<file path="src/design/aob_pkg.sv">
// shared types and constants for the argb over-blend pipeline
package aob_pkg;

  // pixel layout and arithmetic widths
  localparam int PIX_W   = 32;
  localparam int CH_W    = 8;
  localparam int CHANS   = 3;            // blue, green, red
  localparam int WGT_W   = 16;           // alpha weights and the divisor
  localparam int NUM_W   = 24;           // weighted channel sums
  localparam int ALPHA_LSB = 24;

  // blend constants
  localparam logic [CH_W-1:0] OPAQUE_LIMIT = 8'd250;
  localparam logic [CH_W-1:0] FULL         = 8'hFF;

  // one quotient bit is resolved per divider stage
  localparam int DIV_STEPS = CH_W;

  typedef logic [CHANS-1:0][NUM_W-1:0] num_vec_t;
  typedef logic [CHANS-1:0][CH_W-1:0]  quo_vec_t;

  // sideband that rides along with each beat through the divider
  typedef struct packed {
    logic             bypass;   // result is a whole input pixel
    logic [PIX_W-1:0] pixel;    // pixel passed through on bypass
    logic [CH_W-1:0]  alpha;    // blended alpha for the general case
  } side_t;

endpackage

</file>
<file path="src/design/aob_divider.sv">
// pipelined restoring divider, three channel lanes sharing one divisor
module aob_divider (
  input  logic             clk,
  input  logic             rst_n,
  input  logic             en,
  input  logic             vld_in,
  input  logic [aob_pkg::WGT_W-1:0] den_in,
  input  aob_pkg::num_vec_t num_in,
  input  aob_pkg::side_t    side_in,
  output logic             vld_out,
  output aob_pkg::quo_vec_t quo_out,
  output aob_pkg::side_t    side_out
);
  import aob_pkg::*;

  // per-stage registers
  logic                 vld_r  [DIV_STEPS];
  logic [WGT_W-1:0]     den_r  [DIV_STEPS];
  num_vec_t             rem_r  [DIV_STEPS];
  quo_vec_t             quo_r  [DIV_STEPS];
  side_t                side_r [DIV_STEPS];

  for (genvar k = 0; k < DIV_STEPS; k++) begin : g_step
    localparam int BIT = DIV_STEPS - 1 - k;

    logic             vld_prev;
    logic [WGT_W-1:0] den_prev;
    num_vec_t         rem_prev;
    quo_vec_t         quo_prev;
    side_t            side_prev;
    num_vec_t         rem_nxt;
    quo_vec_t         quo_nxt;
    logic [NUM_W-1:0] dsh;

    // stage input: ports for the first step, previous step otherwise
    if (k == 0) begin : g_first
      assign vld_prev  = vld_in;
      assign den_prev  = den_in;
      assign rem_prev  = num_in;
      assign quo_prev  = '0;
      assign side_prev = side_in;
    end else begin : g_next
      assign vld_prev  = vld_r[k-1];
      assign den_prev  = den_r[k-1];
      assign rem_prev  = rem_r[k-1];
      assign quo_prev  = quo_r[k-1];
      assign side_prev = side_r[k-1];
    end

    // shifted divisor for this quotient bit
    assign dsh = NUM_W'(den_prev) << BIT;

    // trial subtract on each lane
    always_comb begin
      for (int c = 0; c < CHANS; c++) begin
        if (rem_prev[c] >= dsh) begin
          rem_nxt[c] = rem_prev[c] - dsh;
          quo_nxt[c] = {quo_prev[c][CH_W-2:0], 1'b1};
        end else begin
          rem_nxt[c] = rem_prev[c];
          quo_nxt[c] = {quo_prev[c][CH_W-2:0], 1'b0};
        end
      end
    end

    // valid bit
    always_ff @(posedge clk) begin
      if (!rst_n) begin
        vld_r[k] <= 1'b0;
      end else if (en) begin
        vld_r[k] <= vld_prev;
      end
    end

    // payload
    always_ff @(posedge clk) begin
      if (en) begin
        den_r[k]  <= den_prev;
        rem_r[k]  <= rem_nxt;
        quo_r[k]  <= quo_nxt;
        side_r[k] <= side_prev;
      end
    end
  end

  assign vld_out  = vld_r[DIV_STEPS-1];
  assign quo_out  = quo_r[DIV_STEPS-1];
  assign side_out = side_r[DIV_STEPS-1];

endmodule

</file>
<file path="src/design/argb_alpha_over_blend.sv">
// non-premultiplied argb8888 over blend, fully pipelined
// pipeline: 4 front stages, then 8 divider stages, from input beat to result beat
// throughput: one pixel per cycle; every stage advances when the output register is
//   empty or being taken, so a stall holds the whole pipe in place
// reset: synchronous active-low rst_n clears the stage valid bits only
module argb_alpha_over_blend (
  input  logic        clk,
  input  logic        rst_n,
  input  logic        in_valid,
  output logic        in_ready,
  input  logic [31:0] in_fg_argb,
  input  logic [31:0] in_bg_argb,
  output logic        out_valid,
  input  logic        out_ready,
  output logic [31:0] out_argb
);
  import aob_pkg::*;

  logic adv;

  // stage 1: input register
  logic             s1_vld_r;
  logic [PIX_W-1:0] s1_fg_r, s1_bg_r;

  // stage 2: bypass decode and alpha weights
  logic             s2_vld_r;
  side_t            s2_side_r, s2_side_nxt;
  logic [WGT_W-1:0] s2_wf_r, s2_wb_r, s2_wf_nxt, s2_wb_nxt;
  quo_vec_t         s2_cf_r, s2_cb_r;

  // stage 3: weighted channel products and divisor
  logic             s3_vld_r;
  side_t            s3_side_r;
  num_vec_t         s3_pf_r, s3_pb_r, s3_pf_nxt, s3_pb_nxt;
  logic [WGT_W-1:0] s3_den_r, s3_den_nxt;

  // stage 4: numerators and blended alpha
  logic             s4_vld_r;
  side_t            s4_side_r, s4_side_nxt;
  num_vec_t         s4_num_r, s4_num_nxt;
  logic [WGT_W-1:0] s4_den_r;
  logic [WGT_W:0]   alpha_sum;

  // divider outputs
  logic             dv_vld;
  quo_vec_t         dv_quo;
  side_t            dv_side;

  logic [CH_W-1:0]  fa, ba;

  // whole pipe moves when the output register can take a beat
  assign adv      = out_ready || !out_valid;
  assign in_ready = adv;

  // valid bits
  always_ff @(posedge clk) begin
    if (!rst_n) begin
      s1_vld_r <= 1'b0;
      s2_vld_r <= 1'b0;
      s3_vld_r <= 1'b0;
      s4_vld_r <= 1'b0;
    end else if (adv) begin
      s1_vld_r <= in_valid;
      s2_vld_r <= s1_vld_r;
      s3_vld_r <= s2_vld_r;
      s4_vld_r <= s3_vld_r;
    end
  end

  // stage 2 logic: special cases and 8x8 weights
  assign fa = s1_fg_r[ALPHA_LSB +: CH_W];
  assign ba = s1_bg_r[ALPHA_LSB +: CH_W];

  always_comb begin
    s2_side_nxt.alpha = '0;
    priority if (ba == '0 || fa > OPAQUE_LIMIT) begin
      s2_side_nxt.bypass = 1'b1;
      s2_side_nxt.pixel  = s1_fg_r;
    end else if (fa == '0) begin
      s2_side_nxt.bypass = 1'b1;
      s2_side_nxt.pixel  = s1_bg_r;
    end else begin
      s2_side_nxt.bypass = 1'b0;
      s2_side_nxt.pixel  = s1_fg_r;
    end
    // 255 * fa as shift and subtract
    s2_wf_nxt = {fa, {CH_W{1'b0}}} - WGT_W'(fa);
    s2_wb_nxt = WGT_W'(ba) * WGT_W'(FULL - fa);
  end

  // stage 3 logic: 16x8 products per channel, divisor sum
  // in the general case den stays within 255*255, so 16 bits hold it
  always_comb begin
    for (int c = 0; c < CHANS; c++) begin
      s3_pf_nxt[c] = NUM_W'(s2_wf_r) * NUM_W'(s2_cf_r[c]);
      s3_pb_nxt[c] = NUM_W'(s2_wb_r) * NUM_W'(s2_cb_r[c]);
    end
    s3_den_nxt = s2_wf_r + s2_wb_r;
  end

  // stage 4 logic: channel numerators and den / 255 by reciprocal trick
  always_comb begin
    for (int c = 0; c < CHANS; c++) begin
      s4_num_nxt[c] = s3_pf_r[c] + s3_pb_r[c];
    end
    alpha_sum         = {1'b0, s3_den_r} + (WGT_W+1)'(s3_den_r >> CH_W) + (WGT_W+1)'(1);
    s4_side_nxt       = s3_side_r;
    s4_side_nxt.alpha = alpha_sum[CH_W +: CH_W];
  end

  // payload registers of the front stages
  always_ff @(posedge clk) begin
    if (adv) begin
      s1_fg_r   <= in_fg_argb;
      s1_bg_r   <= in_bg_argb;
      s2_side_r <= s2_side_nxt;
      s2_wf_r   <= s2_wf_nxt;
      s2_wb_r   <= s2_wb_nxt;
      for (int c = 0; c < CHANS; c++) begin
        s2_cf_r[c] <= s1_fg_r[CH_W*c +: CH_W];
        s2_cb_r[c] <= s1_bg_r[CH_W*c +: CH_W];
      end
      s3_side_r <= s2_side_r;
      s3_pf_r   <= s3_pf_nxt;
      s3_pb_r   <= s3_pb_nxt;
      s3_den_r  <= s3_den_nxt;
      s4_side_r <= s4_side_nxt;
      s4_num_r  <= s4_num_nxt;
      s4_den_r  <= s3_den_r;
    end
  end

  // one quotient bit per stage for each color channel
  aob_divider u_div (
    .clk      (clk),
    .rst_n    (rst_n),
    .en       (adv),
    .vld_in   (s4_vld_r),
    .den_in   (s4_den_r),
    .num_in   (s4_num_r),
    .side_in  (s4_side_r),
    .vld_out  (dv_vld),
    .quo_out  (dv_quo),
    .side_out (dv_side)
  );

  // result beat from the last divider stage
  assign out_valid = dv_vld;
  assign out_argb  = dv_side.bypass ? dv_side.pixel
                                    : {dv_side.alpha, dv_quo[2], dv_quo[1], dv_quo[0]};

endmodule

</file>
<file path="config.mk">
export PLATFORM = sky130hd
export DESIGN_NAME = argb_alpha_over_blend
export DESIGN_NICKNAME = d
export VERILOG_FILES = /design/src/design/aob_pkg.sv /design/src/design/aob_divider.sv /design/src/design/argb_alpha_over_blend.sv
export SDC_FILE = /design/constraint.sdc
export NUM_CORES = 2
export LEC_CHECK = 0
export BUFFER_PORTS_ARGS = -buffer_cell sky130_fd_sc_hd__buf_4
export CAP_MARGIN = 10
export CORE_AREA = 2 2 506 508
export CTS_CLUSTER_DIAMETER = 150
export DETAILED_ROUTE_END_ITERATION = 6
export DIE_AREA = 0 0 508 510
export MAX_ROUTING_LAYER = met4
export PLACE_DENSITY = 0.6
export SLEW_MARGIN = 25
export SYNTH_ARGS = -nofsm -noshare
export SYNTH_HDL_FRONTEND = slang
export SYNTH_SLANG_ARGS = --single-unit
</file>
<file path="constraint.sdc">
create_clock -name clk -period 91.9 [get_ports clk]
set_input_delay 18.38 -clock clk [delete_from_list [all_inputs] [get_ports clk]]
set_output_delay 18.38 -clock clk [all_outputs]
set_load 0.02 [all_outputs]
</file>
Word level (Yosys, flattened, before mapping)
Memory sizes are Yosys's and may differ from the RTL's.
Index checks and enable logic that the tools add are counted.
Operators by class
  add/subtract/negate cells: 32
  multipliers: 7
  $lt $le $gt $ge: 25
  multiplexer cells: 64
  bitwise operators: 8
  reduce and logical (&&, ||, !) cells: 5
Operator list (count)
  24-bit two-way mux: 24
  16-bit by 8-bit multiplier with 24-bit output: 6
  24-bit adder: 3
  24-bit by 16-bit >= comparator with 1-bit output: 3
  24-bit by 17-bit >= comparator with 1-bit output: 3
  24-bit by 18-bit >= comparator with 1-bit output: 3
  24-bit by 19-bit >= comparator with 1-bit output: 3
  24-bit by 20-bit >= comparator with 1-bit output: 3
  24-bit by 21-bit >= comparator with 1-bit output: 3
  24-bit by 22-bit >= comparator with 1-bit output: 3
  24-bit by 23-bit >= comparator with 1-bit output: 3
  24-bit by 16-bit subtractor with 24-bit output: 3
  24-bit by 17-bit subtractor with 24-bit output: 3
  24-bit by 18-bit subtractor with 24-bit output: 3
  24-bit by 19-bit subtractor with 24-bit output: 3
  24-bit by 20-bit subtractor with 24-bit output: 3
  24-bit by 21-bit subtractor with 24-bit output: 3
  24-bit by 22-bit subtractor with 24-bit output: 3
  24-bit by 23-bit subtractor with 24-bit output: 3
  32-bit two-way mux: 2
  1-bit two-way mux: 37
  33-bit two-way mux: 1
  16-bit by 1-bit adder with 16-bit output (second input constant): 1
  16-bit adder: 1
  other kinds (9): 18
Storage, ports and cells
  register bits: 503
  bits in writable memories: 1232
  input port bits: 68
  output and inout port bits: 34
  logic and storage cells: 178
  memories: 5
Memory list
  u_div.rem_r: words 8, width 72, read ports 7, clocked after memory_dff 0, wr ports 8, line aob_divider.sv:19  | num_vec_t rem_r [DIV_STEPS];
  u_div.side_r: words 8, width 41, read ports 8, clocked after memory_dff 0, wr ports 8, line aob_divider.sv:21  | side_t side_r [DIV_STEPS];
  u_div.quo_r: words 8, width 24, read ports 8, clocked after memory_dff 0, wr ports 8, line aob_divider.sv:20  | quo_vec_t quo_r [DIV_STEPS];
  u_div.den_r: words 8, width 16, read ports 7, clocked after memory_dff 0, wr ports 8, line aob_divider.sv:18  | logic [WGT_W-1:0] den_r [DIV_STEPS];
  u_div.vld_r: words 8, width 1, read ports 8, clocked after memory_dff 0, wr ports 8, line aob_divider.sv:17  | logic vld_r [DIV_STEPS];

Depth between registers and ports, before layout
An unclocked memory read counts as a cell.
  word-level depth: 7
  mapped depth: 22

Cells and area by module
A second synthesis with hierarchy kept.
Unflattened totals
  cells, all modules: 8948
  area, all modules: 102493.3 sq um
Modules (own cells, without submodules)
  aob_divider: times used 1, cells each 4509, area each 55092.8 sq um, seq. area each 31820.5 sq um
  argb_alpha_over_blend: times used 1, cells each 4439, area each 47400.5 sq um, seq. area each 15064.4 sq um

Least setup slack after synthesis
OpenSTA, ideal clock, no wires.
  path kind: in2out
  from: input out_ready
  to: output in_ready
  arrival time: 60.633 ns
  setup slack: 12.887 ns
  stages on the path: 3
  path buffers: 2
  cells stage by stage: nand2b_1 -> clkbuf_1 -> clkbuf_1
On the way
  cells in the longest elaborated chain, start to end: 1
Ends and longest elaborated chain
  start, declared: line argb_alpha_over_blend.sv:14  | input logic out_ready,
  1-bit logical OR: line argb_alpha_over_blend.sv:52  | assign adv = out_ready || !out_valid;
  end, declared: line argb_alpha_over_blend.sv:10  | output logic in_ready,
No other way between the ends.

Final worst setup path
Ends and elaborated chain as after synthesis.

==> qor.yml <==
ys_seq_area_share_pct: 46.47
ant_nets: 0
yosys_warnings: 0
finClkSkew_ns: 0.05439
layout_min_cycle_time_ns: 37.44
violations: "design-rule violations"
synthCells: 8657
status: "finished, violations left"
crit_type: "input pin to primary output"
synth.area.mux_share_pct: 1.767
netlist.area_leader.share_pct: 46.37
ys_types: 87
crit_path_max_fanout: 12
gp_congestion: 0.9370
wl_per_cell_um: 19.68
tightestPinTransition_ns: 1.072
io_pins: 102
coreArea_um2: 253500
rows: 185
dieArea_um2: 259100
synth_top_family_by_area: "adder cells"
synth_area_leader_cell: "edfxtp_1"
fmax_ghz: 0.02671
hold_class: "flop to flop"
synth-adder-area-share_pct: 20.88
relSlewSlack_pct: 27.63
clkTransAtPathRegs_ns: 0.06
dp.final_hpwl_um: 186400
final_nets: 10193
drc: 2
root_buffer: "clkbuf_16"
cp.required_ns: 73.52
cts_tree: "yes"
yosysMostFrequentCell: "edfxtp_1"
cp-start-kind: "input pin"
syn2layout_area_growth_pct: 10.62
portBuffers: 101
slew_viol_final: 0
drive_above_1_share_pct: 7.073
h-tree-depth: 4
rsz0062_at_grt: "no"
synthTopCellsByArea: "edfxtp_1, fa_1, ha_1"
groute.layer.met1.usage_pct: 23.39
die_x_um: 508
synth-main-ff-cell: "edfxtp_1"
cp-end-kind: "primary output"
antenna_found_initial: 11
setup_violations: 0
synth-xor-area-share_pct: 4.644
drtIter0Drc: 3902
synth_area_per_cell_um2: 11.65
syn-num-nets: 10069
grtUsageMet2_pct: 32.21
period_share_pct: 40.74
async_flop_share_pct: 0
ys_top_cells_by_count: "edfxtp_1, inv_1, ha_1"
vias: 63399
routed_via_density: 5.152
grt_busiest_layer: "met2"
die-height_um: 510
clockBufferDepth: 3
grt_util_met3_pct: 2.346
synth-seq-cells: 1563
yosys.area_share.simple_pct: 12.02
cts_hold_buffers: 0
track_usage_pct: 19.32
wirelength_um: 242100
drt_pass1_iterations: 7
clk_latency_ns: 0.83
grt_max_degree: 152
finalHoldViolations: 0
cts_made_buffers: 179
cp.arrival_ns: 19.06
drv_cap: 0
synth_edf_count: 1558
overflow: 0
grt_pass1_vias: 65064
cts_sinks: 1563
grt_first_pass_wirelength_um: 376700
setup-tns-final_ns: 0
synth_area_um2: 100900
post_cts_resized: 0
postCtsSetupBuffers: 0
initial_core_util_pct: 39.80
synth_compound_area_share_pct: 9.837
[sequential cells by signal (all words and copies together), names as in the netlist, 33 cells and up]
register      cells
u_div.side_r    328
s4_num_r         72
s3_pf_r          72
s4_side_r        41
u_div.quo_r     108
s2_side_r        33
s3_pb_r          72
s3_side_r        33
u_div.den_r     112
u_div.rem_r     504
[logic make-up (layout without fill, tap and decap cells)]
group | count (synthesis) | after routing
other cells | 0 | 4
xor+xnor | 535 | 535
compound gates | 1567 | 1567
fa+ha+maj | 1344 | 1344
mux | 161 | 161
simple gates | 2320 | 2320
flops | 1563 | 1563
buf+inv | 1167 | 1445
[stage by stage]
step	hold slack (ns)	instance area, um^2	instances	utilization [%]	setup WS, ns
floorplan	0.4003	100900	8657	-	12.89
global placement	0.4005	105600	11966	41.65	54.40
detailed placement	0.4045	105600	11966	41.66	54.41
CTS	0.3937	111600	12301	44.03	54.41
global route	0.4167	111600	12304	44.03	54.42
finish	0.3928	111600	12305	44.03	54.46
[worst max-delay path: stages]
cell and delay, ns:
buf_4 0.11, nand2b_4 0.29, buf_4 0.25
[path summary, 6_finish.rpt]
path,startpoint,slack [ns],to,depth (start not counted)
hold / removal,u_div.side_r[0][113],0.39,u_div.side_r[0][154],0
hold reg to reg,u_div.side_r[0][113],0.39,u_div.side_r[0][154],0
setup reg to reg,s2_wb_r[2],85.84,s3_pb_r[69],19
setup / recovery,out_ready,54.46,in_ready,3
[per-layer routing]
metal  up-vias  part of all wire [%]  routed length (um)
li1      30620                     -                   -
met1     31044                    43              103300
met2      1281                    49              117700
met3       454                   3.5                8367
met4         0                   5.3               12760
met5         -                     0                   0
[layout by cell type (no fill, tap or decap), types with 17 or more instances in the layout]
master,netlist,routed
edfxtp_1,1558,1558
inv_1,935,934
ha_1,778,778
and2_1,648,646
fa_1,566,566
a21oi_1,506,506
nand2_1,492,492
nor2_1,425,425
xnor2_1,337,337
o21ai_0,337,336
a21o_1,204,204
xor2_1,198,198
clkbuf_16,0,179
buf_4,0,172
nor2b_1,145,145
mux2_2,137,137
nor3_1,120,119
nand2b_1,108,107
nand3_1,106,106
o21a_1,90,90
o21bai_1,55,54
nand4_1,51,51
or3_1,45,45
and3_1,44,44
nor4_1,42,42
a31oi_1,38,38
a211oi_1,35,35
o211ai_1,35,35
clkbuf_1,209,34
clkinv_1,0,32
o31ai_1,31,31
o31a_1,28,28
clkinv_2,0,27
a21boi_0,24,24
mux2i_1,24,24
a2111oi_0,17,17
inv_6,0,17
[layout make-up]
| cell class | count | area [um^2] |
|---|---|---|
| fillers | 23160 | 141900 |
| multi-input cells | 5927 | 49640 |
| flip-flops and latches | 1563 | 46890 |
| clock buffers | 213 | 4607 |
| repair buffers | 175 | 1343 |
| diodes | 4 | 10.01 |
| inverters | 935 | 3510 |
| clock inverters | 122 | 1396 |
| well taps | 3366 | 4212 |
Power is left out: the tool's default activity adds up to more than one toggle a clock period on the data nets, which glitch-free logic cannot reach.
